`src/rtl/fqrs_pkg.sv`:
```
// Shared types and constants for the FASTQ read statistics block.
package fqrs_pkg;

   // Position of a mate within its four-line FASTQ record.
   typedef enum logic [1:0] {
      PH_HEADER    = 2'd0,
      PH_SEQUENCE  = 2'd1,
      PH_SEPARATOR = 2'd2,
      PH_QUALITY   = 2'd3
   } line_phase_type;

   // Configuration register indexes.
   typedef enum logic [1:0] {
      CSR_PHRED_OFFSET = 2'd0,
      CSR_Q_LOW        = 2'd1,
      CSR_Q_HIGH       = 2'd2,
      CSR_UNUSED       = 2'd3
   } csr_index_type;

   localparam logic [7:0] PHRED_OFFSET_RESET = 8'd33;
   localparam logic [7:0] Q_LOW_RESET        = 8'd20;
   localparam logic [7:0] Q_HIGH_RESET       = 8'd30;

   localparam logic [7:0] CHAR_NEWLINE = 8'd10;
   localparam logic [7:0] CHAR_A       = 8'h41;
   localparam logic [7:0] CHAR_C       = 8'h43;
   localparam logic [7:0] CHAR_G       = 8'h47;
   localparam logic [7:0] CHAR_T       = 8'h54;
   localparam logic [7:0] CHAR_N       = 8'h4E;

   // Counter slots of one mate, in the order they appear on the result bus.
   localparam int CNT_READ   = 0;
   localparam int CNT_BASE   = 1;
   localparam int CNT_A      = 2;
   localparam int CNT_C      = 3;
   localparam int CNT_G      = 4;
   localparam int CNT_T      = 5;
   localparam int CNT_N      = 6;
   localparam int CNT_Q_LOW  = 7;
   localparam int CNT_Q_HIGH = 8;
   localparam int CNT_NUM    = 9;

   localparam int OUT_WIDTH = 40;
   localparam int MATE_NUM  = 2;

endpackage

```
`src/rtl/fqrs_sat_counter.sv`:
```
// Saturating event counter that also presents its next value.
module fqrs_sat_counter #(
   parameter int WIDTH = 40
) (
   input  logic             clock,
   input  logic             reset,
   input  logic             inc,
   output logic [WIDTH-1:0] count_next
);

   logic [WIDTH-1:0] count_ff;
   logic [WIDTH-1:0] count_in;

   always_comb begin
      count_in = count_ff;
      if (inc && (count_ff != '1)) begin
         count_in = count_ff + WIDTH'(1);
      end
   end

   assign count_next = count_in;

   always_ff @(posedge clock) begin
      if (reset) begin
         count_ff <= '0;
      end else begin
         count_ff <= count_in;
      end
   end

endmodule

```
`src/rtl/fastq_read_statistics.sv`:
```
// Top level of the FASTQ base and quality statistics block.
//
// FASTQ text enters on the req_ stream one byte per transfer, with the paired-end
// mate number in req_tuser. Each mate tracks its own line within the four-line
// record and its own saturating counters. Sequence lines count bases and the
// letters A, C, G, T and N; quality lines count bytes whose Phred score reaches
// each of two thresholds. The newline that ends a quality line produces one
// transfer on the rsp_ stream carrying that mate's totals.
// The csr_ channel writes the Phred offset and the two thresholds; it is always
// ready and must only be used while the block is idle.
// Throughput is one byte per clock except when a stall holds the input register,
// as described below. The newline that causes a result passes through the input
// register, and the result through the result register. The input register updates the per-mate counters.
// When rsp_tready is low and a result is waiting, bytes that produce no result
// keep flowing; a byte that would produce a second result waits in the input
// register and req_tready drops until the waiting result is taken.
// Reset clears all counters, line positions and valid flags, and restores the
// default offset 33 and thresholds 20 and 30.
module fastq_read_statistics #(
   parameter int COUNT_WIDTH = 40
) (
   input  logic         clock,
   input  logic         reset,
   input  logic         req_tvalid,
   output logic         req_tready,
   input  logic [7:0]   req_tdata,   // data_byte
   input  logic         req_tuser,   // mate
   output logic         rsp_tvalid,
   input  logic         rsp_tready,
   // read_total, base_total, a_total, c_total, g_total, t_total, n_total,
   // q_low_total, q_high_total
   output logic [359:0] rsp_tdata,
   output logic         rsp_tuser,   // mate_out
   input  logic         csr_valid,
   output logic         csr_ready,
   input  logic [1:0]   csr_index,
   input  logic [7:0]   csr_data
);

   localparam int NUM = fqrs_pkg::CNT_NUM;
   localparam int OW  = fqrs_pkg::OUT_WIDTH;

   logic [7:0] phred_offset_ff;
   logic [7:0] q_low_ff;
   logic [7:0] q_high_ff;

   logic       s1_valid_ff;
   logic [7:0] s1_byte_ff;
   logic       s1_mate_ff;

   fqrs_pkg::line_phase_type phase_ff [fqrs_pkg::MATE_NUM];
   fqrs_pkg::line_phase_type cur_phase;

   logic                   is_newline;
   logic                   s1_emits;
   logic                   s1_fire;
   logic                   req_fire;
   logic [7:0]             score;
   logic [NUM-1:0]         inc_kind;
   logic [NUM-1:0]         inc_mate [fqrs_pkg::MATE_NUM];
   logic [COUNT_WIDTH-1:0] cnt_next [fqrs_pkg::MATE_NUM][NUM];

   logic             rsp_valid_ff;
   logic             rsp_mate_ff;
   logic [NUM*OW-1:0] rsp_data_ff;
   logic [NUM*OW-1:0] rsp_data_in;

   // Counter values too large for the result field report the field maximum.
   function automatic logic [OW-1:0] clip_out(input logic [COUNT_WIDTH-1:0] value);
      logic [63:0] wide;
      wide = 64'(value);
      if (|wide[63:OW]) begin
         return '1;
      end
      return wide[OW-1:0];
   endfunction

   assign csr_ready = 1'b1;

   always_ff @(posedge clock) begin
      if (reset) begin
         phred_offset_ff <= fqrs_pkg::PHRED_OFFSET_RESET;
         q_low_ff        <= fqrs_pkg::Q_LOW_RESET;
         q_high_ff       <= fqrs_pkg::Q_HIGH_RESET;
      end else if (csr_valid) begin
         unique case (fqrs_pkg::csr_index_type'(csr_index))
            fqrs_pkg::CSR_PHRED_OFFSET: phred_offset_ff <= csr_data;
            fqrs_pkg::CSR_Q_LOW:        q_low_ff        <= csr_data;
            fqrs_pkg::CSR_Q_HIGH:       q_high_ff       <= csr_data;
            default: ;
         endcase
      end
   end

   assign cur_phase  = phase_ff[s1_mate_ff];
   assign is_newline = (s1_byte_ff == fqrs_pkg::CHAR_NEWLINE);
   assign s1_emits   = s1_valid_ff && is_newline && (cur_phase == fqrs_pkg::PH_QUALITY);
   assign s1_fire    = s1_valid_ff && (!s1_emits || !rsp_valid_ff || rsp_tready);
   assign req_tready = !s1_valid_ff || s1_fire;
   assign req_fire   = req_tvalid && req_tready;
   assign score      = s1_byte_ff - phred_offset_ff;

   always_comb begin
      inc_kind = '0;
      if (is_newline) begin
         inc_kind[fqrs_pkg::CNT_READ] = (cur_phase == fqrs_pkg::PH_QUALITY);
      end else if (cur_phase == fqrs_pkg::PH_SEQUENCE) begin
         inc_kind[fqrs_pkg::CNT_BASE] = 1'b1;
         inc_kind[fqrs_pkg::CNT_A]    = (s1_byte_ff == fqrs_pkg::CHAR_A);
         inc_kind[fqrs_pkg::CNT_C]    = (s1_byte_ff == fqrs_pkg::CHAR_C);
         inc_kind[fqrs_pkg::CNT_G]    = (s1_byte_ff == fqrs_pkg::CHAR_G);
         inc_kind[fqrs_pkg::CNT_T]    = (s1_byte_ff == fqrs_pkg::CHAR_T);
         inc_kind[fqrs_pkg::CNT_N]    = (s1_byte_ff == fqrs_pkg::CHAR_N);
      end else if (cur_phase == fqrs_pkg::PH_QUALITY) begin
         // Bytes below the offset carry no valid score.
         if (s1_byte_ff >= phred_offset_ff) begin
            inc_kind[fqrs_pkg::CNT_Q_LOW]  = (score >= q_low_ff);
            inc_kind[fqrs_pkg::CNT_Q_HIGH] = (score >= q_high_ff);
         end
      end
   end

   for (genvar m = 0; m < fqrs_pkg::MATE_NUM; m++) begin : g_mate
      assign inc_mate[m] = (s1_fire && (s1_mate_ff == 1'(m))) ? inc_kind : '0;

      for (genvar k = 0; k < NUM; k++) begin : g_cnt
         fqrs_sat_counter #(
            .WIDTH(COUNT_WIDTH)
         ) u_cnt (
            .clock     (clock),
            .reset     (reset),
            .inc       (inc_mate[m][k]),
            .count_next(cnt_next[m][k])
         );
      end

      always_ff @(posedge clock) begin
         if (reset) begin
            phase_ff[m] <= fqrs_pkg::PH_HEADER;
         end else if (s1_fire && is_newline && (s1_mate_ff == 1'(m))) begin
            phase_ff[m] <= fqrs_pkg::line_phase_type'(2'(phase_ff[m] + 2'd1));
         end
      end
   end

   always_ff @(posedge clock) begin
      if (reset) begin
         s1_valid_ff <= 1'b0;
      end else if (req_tready) begin
         s1_valid_ff <= req_tvalid;
      end
   end

   always_ff @(posedge clock) begin
      if (req_fire) begin
         s1_byte_ff <= req_tdata;
         s1_mate_ff <= req_tuser;
      end
   end

   always_comb begin
      for (int k = 0; k < NUM; k++) begin
         rsp_data_in[k*OW +: OW] = clip_out(cnt_next[s1_mate_ff][k]);
      end
   end

   always_ff @(posedge clock) begin
      if (reset) begin
         rsp_valid_ff <= 1'b0;
      end else if (s1_fire && s1_emits) begin
         rsp_valid_ff <= 1'b1;
      end else if (rsp_tready) begin
         rsp_valid_ff <= 1'b0;
      end
   end

   always_ff @(posedge clock) begin
      if (s1_fire && s1_emits) begin
         rsp_mate_ff <= s1_mate_ff;
         rsp_data_ff <= rsp_data_in;
      end
   end

   assign rsp_tvalid = rsp_valid_ff;
   assign rsp_tdata  = rsp_data_ff;
   assign rsp_tuser  = rsp_mate_ff;

endmodule

```
`config.mk`:
```
export PLATFORM = sky130hd
export DESIGN_NAME = fastq_read_statistics
export DESIGN_NICKNAME = d
export VERILOG_FILES = /design/src/rtl/fqrs_pkg.sv /design/src/rtl/fqrs_sat_counter.sv /design/src/rtl/fastq_read_statistics.sv
export SDC_FILE = /design/constraint.sdc
export NUM_CORES = 2
export LEC_CHECK = 0
export ABC_AREA = 1
export BUFFER_PORTS_ARGS = -buffer_cell sky130_fd_sc_hd__buf_4
export CAP_MARGIN = 20
export CORE_ASPECT_RATIO = 1.5
export CORE_MARGIN = 8
export CORE_UTILIZATION = 40
export DETAILED_ROUTE_END_ITERATION = 8
export SKIP_CTS_REPAIR_TIMING = 1
export SYNTH_ARGS = -nofsm -noshare
export SYNTH_HDL_FRONTEND = slang
export SYNTH_SLANG_ARGS = --single-unit
```
`constraint.sdc`:
```
create_clock -name clock -period 95.9 [get_ports clock]
set_clock_uncertainty 0.1 [all_clocks]
set_input_delay 0 -clock clock [delete_from_list [all_inputs] [get_ports clock]]
set_output_delay 0 -clock clock [all_outputs]
set_load 0.02 [all_outputs]
```
## Word level (Yosys, flattened, before mapping)

Memories as Yosys holds them, arrays and structs flattened. A register that Yosys moved wholly into a read port is not among the register bits.
Cells that the tools add are included.
W data, S select, Z words.

| word-level totals | value |
|---|---|
| register bits after elaboration | 1116 |
| bits in latches | 0 |
| RAM bits | 4 |
| ROM bits | 0 |
| input bits | 24 |
| output and inout bits | 364 |
| word-level logic and storage cells | 166 |
| memories | 1 |

Memory list:

| memory | depth | width | read ports | clocked after Yosys merged registers in | write ports | line | source |
|---|---|---|---|---|---|---|---|
| phase_ff | 2 | 2 | 3 | 1 | 2 | fastq_read_statistics.sv:51 | `fqrs_pkg::line_phase_type phase_ff [fqrs_pkg::MATE_NUM];` |

| operators by class | value |
|---|---|
| add/subtract/negate cells | 21 |
| $mul | 0 |
| divide/modulo/power cells | 0 |
| order comparisons | 4 |
| eq/ne operators | 28 |
| shift operators | 0 |
| muxes and demuxes | 42 |
| bitwise gates (word level) | 4 |
| reduce and logical (&&, ||, !) cells | 39 |

Operators by type and width:

| operator | number |
|---|---|
| $mux W360 | 3 |
| $add A40 B1 Y40 const B | 18 |
| $mux W40 | 18 |
| $ne A40 B40 Y1 const B | 18 |
| $eq A8 B7 Y1 const B | 5 |
| $logic_and A1 B1 Y1 | 28 |
| $ge A8 B8 Y1 | 3 |
| $mux W9 | 2 |
| $mux W1 | 12 |
| $mux W2 | 5 |
| $eq A8 B4 Y1 const B | 1 |
| $mux W8 | 1 |
| $sub A8 B8 Y8 | 1 |
| $mux W6 | 1 |
| $reduce_and A2 Y1 | 3 |
| $add A2 B1 Y2 const B | 2 |
| $eq A2 B1 Y1 const B | 2 |
| $eq A2 B2 Y1 const B | 2 |
| $logic_not A1 Y1 | 3 |
| $logic_or A1 B1 Y1 | 3 |
| $ge A2 B2 Y1 const B | 1 |
| $logic_not A2 Y1 | 1 |
| $not A1 Y2 | 1 |
| $or A1 B1 Y1 | 2 |
| 2 further kinds | 2 |

## Longest topological paths before layout

| logic depth | value |
|---|---|
| word-level depth | 14 |
| depth in mapped cells | 23 |
| mapped depth without buffers | 22 |

## By module

A second synthesis with hierarchy kept.

| second synthesis, totals | value |
|---|---|
| cells, all modules | 9992 |
| area, all modules | 65250.1 µm² |

Modules (own cells, without submodules):

| module | instances | cells each | area an instance (µm²) | seq. area each (µm²) |
|---|---|---|---|---|
| fqrs_sat_counter | 18 | 453 | 2638.8 | 800.8 |
| fastq_read_statistics | 1 | 1838 | 17752.0 | 11771.3 |

## Least setup slack after synthesis

OpenSTA, ideal clock, no wires.

| timing path | value |
|---|---|
| path kind | register to register |
| start point | reg s1_valid_ff |
| end point | reg rsp_data_ff[0], in the netlist rsp_tdata[0] (enable) |
| setup time | 1.967 ns |
| arrival time | 34.841 ns |
| required time | 93.833 ns |
| setup slack | 58.993 ns |
| stages on the path, launching flop included | 3 |
| path buffers | 0 |
| period minus slack after synthesis | 36.907 ns |
| path through | dfxtp_1 > inv_1 > nor4_1 |

| between the ends | value |
|---|---|
| word-level cells in the longest chain between the ends | 7 |

Ends and longest elaborated chain:

| item | line | source |
|---|---|---|
| start, declared | fastq_read_statistics.sv:47 | `logic s1_valid_ff;` |
| start signal, assigned | fastq_read_statistics.sv:150 | `s1_valid_ff <= req_tvalid;` |
| $logic_and A1 B1 Y1 (2 in a row) | fastq_read_statistics.sv:97 | `assign s1_emits = s1_valid_ff && is_newline && (cur_phase == fqrs_pkg::PH_QUALITY);` |
| $logic_not A1 Y1 | fastq_read_statistics.sv:98 | `assign s1_fire = s1_valid_ff && (!s1_emits \|\| !rsp_valid_ff \|\| rsp_tready);` |
| $logic_or A1 B1 Y1 (2 in a row) | fastq_read_statistics.sv:98 |  |
| $logic_and A1 B1 Y1 | fastq_read_statistics.sv:98 |  |
| $logic_and A1 B1 Y1 (*) | fastq_read_statistics.sv:178 | `if (s1_fire && s1_emits) begin` |
| end signal, assigned | fastq_read_statistics.sv:180 | `rsp_data_ff <= rsp_data_in;` |
| end, declared | fastq_read_statistics.sv:65 | `logic [NUM*OW-1:0] rsp_data_ff;` |

Every way passes the cells marked *; elsewhere a longest branch is shown, timed or not.
A chain may end at the register's enable or synchronous reset.

## Worst setup path after layout

| timing path | value |
|---|---|
| start point | reg s1_byte_ff[0] |
| end point | reg rsp_data_ff[304], in the netlist rsp_tdata[304], data pin |

| between the ends | value |
|---|---|
| word-level cells in the longest chain between the ends | 14 |
| elaborated cells on any way between the ends | 25 |
| those cells by class | 1 x add/sub; 2 x order compare; 1 x eq/ne; 11 x mux; 10 x reduce/logical |

Ends and longest elaborated chain:

| item | line | source |
|---|---|---|
| start, declared | fastq_read_statistics.sv:48 | `logic [7:0] s1_byte_ff;` |
| start signal, assigned | fastq_read_statistics.sv:156 | `s1_byte_ff <= req_tdata;` |
| branches (longest 11 deep; another with $sub A8 B8 Y8) | -- |  |
| $mux W360 (*) (3 in a row) | -- |  |
| via rsp_data_in[304] | fastq_read_statistics.sv:66 | `logic [NUM*OW-1:0] rsp_data_in;` |

Mark *: on every way through the listed nets, which the timed path passes. The select of a mux whose other input is x is not followed.

==> flow_summary.yaml <==
layout:
  postLayoutCoreUtil_pct: 45.70
  drive_gt1_share_pct: 6.916
  syn2layout_area_growth_pct: 13.95
  fin_nets: 10490
  post-route-cell-area_mm2: 0.07628
critical_path:
  crit_path_end_kind: "flip-flop"
  startpoint_type: "flip-flop"
  cp_data_required_time_ns: 96.30
  rr_startpoint: "s1_byte_ff[0]"
  regToRegEndpoint: "rsp_tdata[304]"
  r2r_cells: 21
  worstSetupPathType: "flip-flop to flip-flop"
  r2r_setup_slack_ns: 90.71
  worst-path-max-fanout: 70
  worst_ep_arrival_time_ns: 5.59
cts:
  insertion_delay_ns: 0.78
  clock_sinks: 1121
  cts_tree: "yes"
  clock_tree.buffer_depth: 3
  worst_setup_hold_path_clk_slew_ns: 0.07
  cts_made_buffers: 117
  clock-root-buffer: "clkbuf_16"
  htree_num_levels: 3
timing:
  layout_min_cycle_time_ns: 5.189
  finalSetupTns_ns: 0
  rsz0062_at_grt: "no"
  timing.final.setup_violations: 0
  finalMaxSlewViolations: 0
  clock.fmax_ghz: 0.1927
  finalWorstSetupSlack_ns: 90.71
  worst_slew_margin_rel_pct: 14.58
  finalHoldViolCount: 0
  min_period_over_period_pct: 5.411
  tightest_slew_ns: 1.281
synthesis:
  synth_cell_types: 40
  synth.avg_cell_area_um2: 6.565
  post_synthesis_sequential_element_count: 1121
  synth_cells: 10200
  synth-warning-count: 0
  synth_top_flop_cell: "dfxtp_1"
  ys_seq_area_share_pct: 39.12
  asyncSetResetFlopFracSynth_pct: 0
  synthesis.nets: 10260
  number_of_enable_flip_flop_cells_after_synthesis: 374
  synth.cell_area_mm2: 0.06694
placed_design:
  rd_place_congestion: 0.9919
  placement.cell_area_mm2: 0.07154
  buffer_ports.inserted: 386
  dp_hpwl_um: 189300
  dpl_worst_slack_ns: 90.75
global_routing:
  grt_util_all_layers_pct: 26.77
  wire_length_of_the_first_global_routing_pass_um: 380300
  grt_max_degree: 186
  antenna_found_initial: 1
  grt_remaining_overflow: 0
  grt_pass1_vias: 64470
power:
  power_mw: 1.025
  irDropWorstVdd_uv: 17.91
  power.density_cell_area_mw_per_mm2: 13.44
  total_leakage_power_nw: 30.29
detailed_routing:
  drtIter0Drc: 5079
  drt_pass1_iterations: 6
  wl_per_cell_um: 19.78
  vias: 66870
  route.met3.wl_um: 14920
  detail-route-antenna-nets: 0
  met1_length_um: 100200
  post-route-drc-count: 0
  dr_wl_met2_um: 123700
  routed.top_layer: "met4"
  wl_um: 252300
  route.detailed.vias_per_inst: 5.240
die:
  initial_utilization_pct: 40.10
  die_area_mm2: 0.1810
  core_area_mm2: 0.1669
  floorplan.die.width_um: 350.0
  rows: 184
  floorplan.die.height_um: 517.0
  floorplan.io_pins: 388
outcome:
  run_status: "finished clean"
min_path:
  timing.hold.worst.start: "csr_data[6]"
  hold_end: "q_high_ff[6]"
  min_path_cells: 4
  timing.hold.worst.class: "input port to flip-flop"
run:
  maxCapViolations: 0
## cell families after synthesis
family,after synthesis,share of synthesized area (%)
AOI/OAI and AO/OA,786,5.937
xor gates and xnor gates,479,6.268
adders and majority gates,43,0.8150
buffers and inverters,990,5.963
DFF,1121,39.12
other,1,0.005602
and+or+nand+nor,6776,41.89
## per-layer routing
layer / up-vias / global-route usage, %
met4: 0 / 12.80
met5: - / 0
met1: 30990 / 31.43
met2: 2047 / 47.43
li1: 33300 / -
met3: 532 / 4.271
## critical path, cell delays in order (launching register included)
cell      delay, ns
edfxtp_1       0.43
inv_1          0.14
ha_1           0.15
inv_1          0.06
fa_1           0.40
nand3_1        0.10
nand2_1        0.11
a31oi_1        0.18
xnor2_1        0.11
ha_1           0.28
nand2_1        0.07
o21a_1         0.19
nand2_1        0.07
nand2_1        0.08
nor2_4         0.32
buf_4          0.67
nand3_2        0.70
buf_16         0.40
nand2_1        0.10
nand2_1        0.06
nand2_1        0.05
nand2_1        0.07
## layout by cell type, fill, tap and decap left out, types with 10 or more instances in the layout
cell and n:
nand2_1 4228, nor2_1 1201, dfxtp_1 747, nand3_1 682, a21oi_1 620, inv_1 577
buf_4 437, edfxtp_1 374, nand4_1 310, xor2_1 276, xnor2_1 203, nor3_1 140
clkbuf_16 119, nand3b_1 109, o21ai_0 84, o21ai_1 67, dlygate4sd3_1 50, ha_1 42
and2_1 30, clkinv_2 25, nor2_2 22, clkbuf_1 21, bufinv_16 20, nor2_4 16
inv_2 15, clkinv_1 10
## sequential cells by signal, indices dropped and copies added (netlist names), named ones only
| signal | flops |
|---|---|
| g_mate.g_cnt.u_cnt.count_ff | 720 |
| phase_ff | 4 |
| phred_offset_ff | 8 |
| q_high_ff | 8 |
| q_low_ff | 8 |
| rsp_tdata | 360 |
| rsp_tuser | 1 |
| rsp_tvalid | 1 |
| s1_byte_ff | 8 |
| s1_mate_ff | 1 |
| s1_valid_ff | 1 |
## synth_stat cells (76+ instances only)
| master | n | area, um^2 |
|---|---|---|
| inv_1 | 579 | 2173 |
| o21ai_0 | 84 | 420.4 |
| nor3_1 | 140 | 700.7 |
| a21oi_1 | 620 | 3103 |
| xnor2_1 | 203 | 1778 |
| xor2_1 | 276 | 2417 |
| clkbuf_1 | 235 | 882.1 |
| dfxtp_1 | 747 | 14950 |
| nor2_1 | 1206 | 4527 |
| nand2_1 | 4230 | 15880 |
| nand4_1 | 310 | 1939 |
| edfxtp_1 | 374 | 11230 |
| nand3_1 | 684 | 3423 |
| nand3b_1 | 109 | 818.3 |
| buf_2 | 76 | 380.4 |
## report_power, final
group / switching [mW] / internal [mW]
combinational: 0.0264 / 0.00804
clock: 0.214 / 0.288
sequential: 0.000839 / 0.488
total: 0.241 / 0.784
## area by class of cell
cell class                      instances  area, um^2
Clock inverter                         78        1012
Sequential cell                      1121       26190
Tap cell                             2232        2793
Antenna cell                            1       2.502
Multi-Input combinational cell       8085       36830
Fill cell                           17620       90630
Timing Repair Buffer                  501        4070
Inverter                              596        2245
Clock buffer                          146        3139
## per-stage QoR
step	hold slack, ns	cells
after floorplan	-0.001131	10200
after global placement	0.07838	12480
after detailed placement	0.08253	12480
after CTS	-0.7561	12710
after global routing	0.001895	12760
final	0.009731	12760
## worst max path at each step
stage             startpoint        endpoint  slack [ns]  cells past startpoint
3_3_place_gp   s1_byte_ff[0]  rsp_tdata[304]       90.56                     20
6_report       s1_byte_ff[0]  rsp_tdata[304]       90.71                     21
4_1_cts        s1_byte_ff[0]  rsp_tdata[311]       90.74                     21
2_1_floorplan    s1_valid_ff    rsp_tdata[0]       58.99                      2
3_5_place_dp   s1_byte_ff[0]  rsp_tdata[311]       90.75                     21
5_1_grt        s1_byte_ff[0]  rsp_tdata[294]       90.25                     22
Power figures use the tool's default switching activity.
